$ cat config.mk
export PLATFORM = sky130hd
export DESIGN_NAME = g2e_div_cell
export DESIGN_NICKNAME = d
export VERILOG_FILES = /design/src/sv/g2e_pkg.sv /design/src/sv/g2e_div_cell.sv
export SDC_FILE = /design/constraint.sdc
export NUM_CORES = 1
export LEC_CHECK = 0
export ABC_AREA = 0
export BUFFER_PORTS_ARGS = -buffer_cell sky130_fd_sc_hd__buf_4
export CAP_MARGIN = 0
export CORE_AREA = 2 2 260 262
export DETAILED_ROUTE_END_ITERATION = 10
export DIE_AREA = 0 0 262 264
export PLACE_DENSITY = 0.47
export SLEW_MARGIN = 20
export SYNTH_ARGS = -nofsm -noshare
export SYNTH_HDL_FRONTEND = slang
export SYNTH_SLANG_ARGS = --single-unit
export TNS_END_PERCENT = 100
$ cat constraint.sdc
create_clock -name clk -period 3.1 [get_ports clk]
set_clock_uncertainty 0.05 [all_clocks]
set_input_delay 0.465 -clock clk [delete_from_list [all_inputs] [get_ports clk]]
set_output_delay 0.465 -clock clk [all_outputs]
set_load 0.01 [all_outputs]
$ cat src/sv/g2e_pkg.sv
package g2e_pkg;

  localparam logic [63:0]        DEG_TO_RAD_Q64 = 64'd321956420358983237;
  localparam logic signed [63:0] CORDIC_GAIN    = 64'sd700114967507363239;
  localparam logic signed [63:0] ATAN_ONE       = 64'sh0C90FDAA22168C23;
  localparam logic signed [63:0] ONE_Q60        = 64'sd1152921504606846976;
  localparam int                 SQRT_BITS      = 57;
  localparam int                 DIV_BITS       = 64;
  localparam logic [62:0]        RADIUS_CAP     = 63'd4611686018427387904;
  localparam logic [48:0]        OUT_LIMIT      = 49'd6600000000;
  localparam logic [32:0]        AXIS_RESET     = 33'd6378137000;
  localparam logic [47:0]        ECC_RESET      = 48'd1884300451806;

  // register indexes on the config port
  localparam logic CFG_AXIS = 1'b0;
  localparam logic CFG_ECC  = 1'b1;

  typedef struct packed {
    logic signed [63:0] x;
    logic signed [63:0] y;
    logic signed [63:0] z;
  } rot_t;

  typedef struct packed {
    logic [56:0]  root;
    logic [112:0] rem;
  } sqrt_t;

  typedef struct packed {
    logic [56:0] d;
    logic [56:0] rn;
    logic [56:0] rm;
    logic [63:0] qn;
    logic [63:0] qm;
  } div_t;

  typedef struct packed {
    logic [1:0] quad;
    logic [6:0] rem;
  } wrap_t;

  // whole degrees modulo 360, split into quadrant and remainder
  function automatic wrap_t wrap_deg(logic signed [8:0] whole);
    logic signed [9:0] v;
    logic [8:0]        u;
    wrap_t             w;
    v = 10'(whole);
    if (v < 10'sd0) v = v + 10'sd360;
    u = v[8:0];
    priority if (u >= 9'd270) begin
      w.quad = 2'd3;
      w.rem  = 7'(u - 9'd270);
    end else if (u >= 9'd180) begin
      w.quad = 2'd2;
      w.rem  = 7'(u - 9'd180);
    end else if (u >= 9'd90) begin
      w.quad = 2'd1;
      w.rem  = 7'(u - 9'd90);
    end else begin
      w.quad = 2'd0;
      w.rem  = u[6:0];
    end
    return w;
  endfunction

  function automatic logic signed [61:0] clamp_q60(logic signed [63:0] v);
    logic signed [61:0] r;
    if (v < 64'sd0)          r = '0;
    else if (v > ONE_Q60)    r = 62'(ONE_Q60);
    else                     r = 62'(v);
    return r;
  endfunction

  function automatic logic [63:0] mag64(logic signed [63:0] v);
    logic [63:0] u;
    u = v;
    return v[63] ? (64'd0 - u) : u;
  endfunction

  function automatic logic signed [63:0] apply_sign(logic neg, logic [63:0] m);
    logic signed [63:0] s;
    s = m;
    return neg ? -s : s;
  endfunction

  // 16 fraction bits to whole mm, half away from zero, saturated
  function automatic logic [33:0] to_mm(logic signed [63:0] v16);
    logic [63:0] m;
    logic [48:0] r;
    m = mag64(v16);
    r = {1'b0, m[63:16]} + 49'(m[15]);
    if (r > OUT_LIMIT) r = OUT_LIMIT;
    return v16[63] ? (34'd0 - r[33:0]) : r[33:0];
  endfunction

endpackage

$ cat src/sv/g2e_div_cell.sv
module g2e_div_cell import g2e_pkg::*; #(
  parameter int BIT = 0
) (
  input  logic        clk,
  input  logic        en,
  input  logic [63:0] lo_m,
  input  div_t        dv_i,
  output div_t        dv_o
);

  logic [57:0] shn, shm, dx;
  div_t        dv_r, dv_nxt;

  // one restoring step for N and M; N's low dividend word is zero
  always_comb begin
    dx     = {1'b0, dv_i.d};
    shn    = {dv_i.rn, 1'b0};
    shm    = {dv_i.rm, lo_m[BIT]};
    dv_nxt = dv_i;
    if (shn >= dx) begin
      dv_nxt.rn      = 57'(shn - dx);
      dv_nxt.qn[BIT] = 1'b1;
    end else begin
      dv_nxt.rn = shn[56:0];
    end
    if (shm >= dx) begin
      dv_nxt.rm      = 57'(shm - dx);
      dv_nxt.qm[BIT] = 1'b1;
    end else begin
      dv_nxt.rm = shm[56:0];
    end
  end

  always_ff @(posedge clk) begin
    if (en) dv_r <= dv_nxt;
  end

  assign dv_o = dv_r;

endmodule

==> flow_summary.ini <==
[status]
outcome = finished clean

[timing]
fin_crit_ns = 3.092
slew_headroom_pct = 59.49
post-route-period-util_pct = 99.74
setup_viol = 0
worst_slew_pin_slew_ns = 0.6012
fmax_mhz = 323.4
hold_viol_final = 0
finalMaxSlewViolations = 0

[synthesis]
synth_cell_type_count = 75
synth.most_common_cell = edfxtp_1
syn-cell-area_um2 = 17560
avgSynthCellArea_um2 = 10.57
synth_edf_count = 299
synthTopCellsByCount = 299 x edfxtp_1, 168 x a21oi_1, 153 x nand2_1, 124 x o21ai_0, 114 x ha_1
synth_cells = 1662
syn_nets = 2143
yosys-top-cells-area = edfxtp_1 51%, ha_1 8.1%, a21oi_1 4.8%
yosysTopAreaCell = edfxtp_1
synth_flop_cell = edfxtp_1
synth_top_area_share_pct = 51.13
synth-async-reset-ratio_pct = 0
synth_sequential_area_ratio_pct = 51.13
ys_warn_count = 0
ys_seq_elements = 299

[grt]
grt_max_degree = 61
grt_pass1_wl_um = 113700
grt_pass1_vias = 17750
grt_antenna_before_repair = 8
grt_overflow_total = 0
grt_use_total_pct = 22.09

[worst_setup_path]
path_common_cell = buf_4
cp_max_fo = 5
crit_required_ns = 3.36
path_cells = buf_4 -> inv_1 -> ha_1 -> and4_1 -> and3_1 -> o211ai_1 -> buf_4 -> nand4b_1 -> a211oi_4 -> nor2_4 -> a31oi_4 -> buf_12 -> buf_12 -> clkbuf_16 -> o31ai_1 -> buf_4
start_kind = input pin
slowest_stage = a211oi_4
slowest_delay_ns = 0.48
end_kind = flop
cp.arrival_ns = 3.35
path_class = in2reg

[clock_tree]
htree_levels = 2
cts_buffer_depth = 3
cts_inserted_buffers = 37
path_clk_slew_ns = 0.06
cts_hold_buf = 0
cts_tree = done
cts_root_buffer = clkbuf_16
clock-sinks = 299

[worst_hold_path]
hp-class = in2reg
hold_depth = 1

[floorplanning]
dieArea_um2 = 69170
num_rows = 95
coreArea_um2 = 66560
die_height_um = 264
io_pins = 664
start_util_pct = 26.38
die_w_um = 262

[final_layout]
fillers = 6584
area_delta_synth_final_pct = 61.03
fin_nets = 3207
final_core_util_pct = 42.48
largest_reg_flops = 299
layout-drive-gt1-share_pct = 44.00

[placed_design]
hpwlAfterDp_um = 66360
routabilityCongestion = 0.8707
port_buffers = 600

[detailed_routing]
drtIter0Drc = 1089
vias_per_cell = 4.778
vias = 17320
wl_um = 82160
first_pass_iters = 7
drtAntennaViolNets = 0
drc = 0
post_drt_wl_per_cell_um = 22.67

[flow_run]
drv_cap = 0

[power_and_ir_drop]
p_total_w = 0.01378
irDropWorstVdd_v = 0.0002952
leakage_nw = 12.69
power_density_nw_per_um2 = 487.3
-- area by class of cell --
type / instances / area (um^2) / area share, %
Tap cell: 873 / 1092 / 3.863
Clock inverter: 19 / 156.4 / 0.5531
Multi-Input combinational cell: 1198 / 8222 / 29.07
Clock buffer: 44 / 952.2 / 3.367
Antenna cell: 1 / 2.502 / 0.008849
Timing Repair Buffer: 1099 / 8533 / 30.18
Inverter: 91 / 341.6 / 1.208
Sequential cell: 299 / 8979 / 31.75
-- report_power, final --
part / switching [W] / internal [W] / total, W
Sequential: 0.000151 / 0.00501 / 0.00516
Combinational: 0.00226 / 0.00221 / 0.00447
Clock: 0.00179 / 0.00236 / 0.00415
Total: 0.00420 / 0.00958 / 0.0138
-- worst paths after layout --
| path | start | endpoint |
|---|---|---|
| max | dv_i[256] | dv_o[199]$_DFFE_PP_ |
| min | dv_i[264] | dv_o[264]$_DFFE_PP_ |
-- layout by cell type, fill, tap and decap left out, types with 16 or more instances in the layout --
cell / Yosys / layout
xor2_1: 34 / 34
o21ai_0: 124 / 120
xnor2_1: 65 / 65
nand3_1: 21 / 21
nand4_1: 47 / 47
mux2_1: 17 / 17
nand2_1: 153 / 152
a21oi_1: 168 / 165
nor2_1: 110 / 108
inv_1: 91 / 90
ha_1: 114 / 103
o21bai_1: 20 / 20
buf_4: 4 / 1074
nor3_1: 31 / 29
edfxtp_1: 299 / 299
clkbuf_16: 0 / 42
a21o_1: 74 / 74
o21a_1: 16 / 16
-- per-stage QoR --
step / TNS (ns) / setup slack [ns] / hold slack (ns) / std cells / area [um^2]
final: 0 / 0.008061 / 0.03522 / 3624 / 28280
after global routing: -0.01834 / -0.01798 / 0.009695 / 3623 / 28280
after CTS: 0 / 0.01362 / 0.004986 / 3602 / 27640
after detailed placement: -66.74 / -0.9077 / 0.5943 / 3539 / 26500
after global placement: -63.63 / -0.9736 / 0.5935 / 3539 / 26500
after floorplan: 0 / 0.0002955 / 0.5139 / 1662 / 17560
-- critical path: cells and delay by family --
family	cells	cell delay (ns)
buffers and inverters	7	1.00
AO/OA/AOI/OAI	4	0.86
adder cells (fa/ha/maj)	1	0.25
AND/OR/NAND/NOR	4	0.75
-- timing repair --
| action | CTS | global route |
|---|---|---|
| setup buffers | 0 | 13 |
| resized for setup | 6 | 65 |
| gates cloned | 0 | 8 |
| endpoints found under the setup margin | 49 | 95 |
| pin swaps | 0 | 14 |
-- cells by family (layout without fill, tap and decap cells) --
logic type | after synthesis | in the layout | share of synthesized area [%]
compound gates | 528 | 528 | 18.73
simple gates | 436 | 436 | 11.59
flops | 299 | 299 | 51.13
buf+inv | 165 | 1253 | 4.047
fa+ha+maj | 116 | 116 | 8.351
xor+xnor | 99 | 99 | 4.938
mux | 19 | 19 | 1.218
other cells | 0 | 1 | 0
-- routing by layer --
| metal | part of all wire (%) | vias up | GRT usage, % |
|---|---|---|---|
| li1 | - | 8342 | - |
| met4 | 2.4 | 12 | 5.131 |
| met3 | 7.3 | 112 | 4.989 |
| met1 | 40 | 8285 | 26.26 |
| met2 | 51 | 565 | 40.01 |
| met5 | 0.094 | - | 0 |
(Power assumes the default switching activity.)
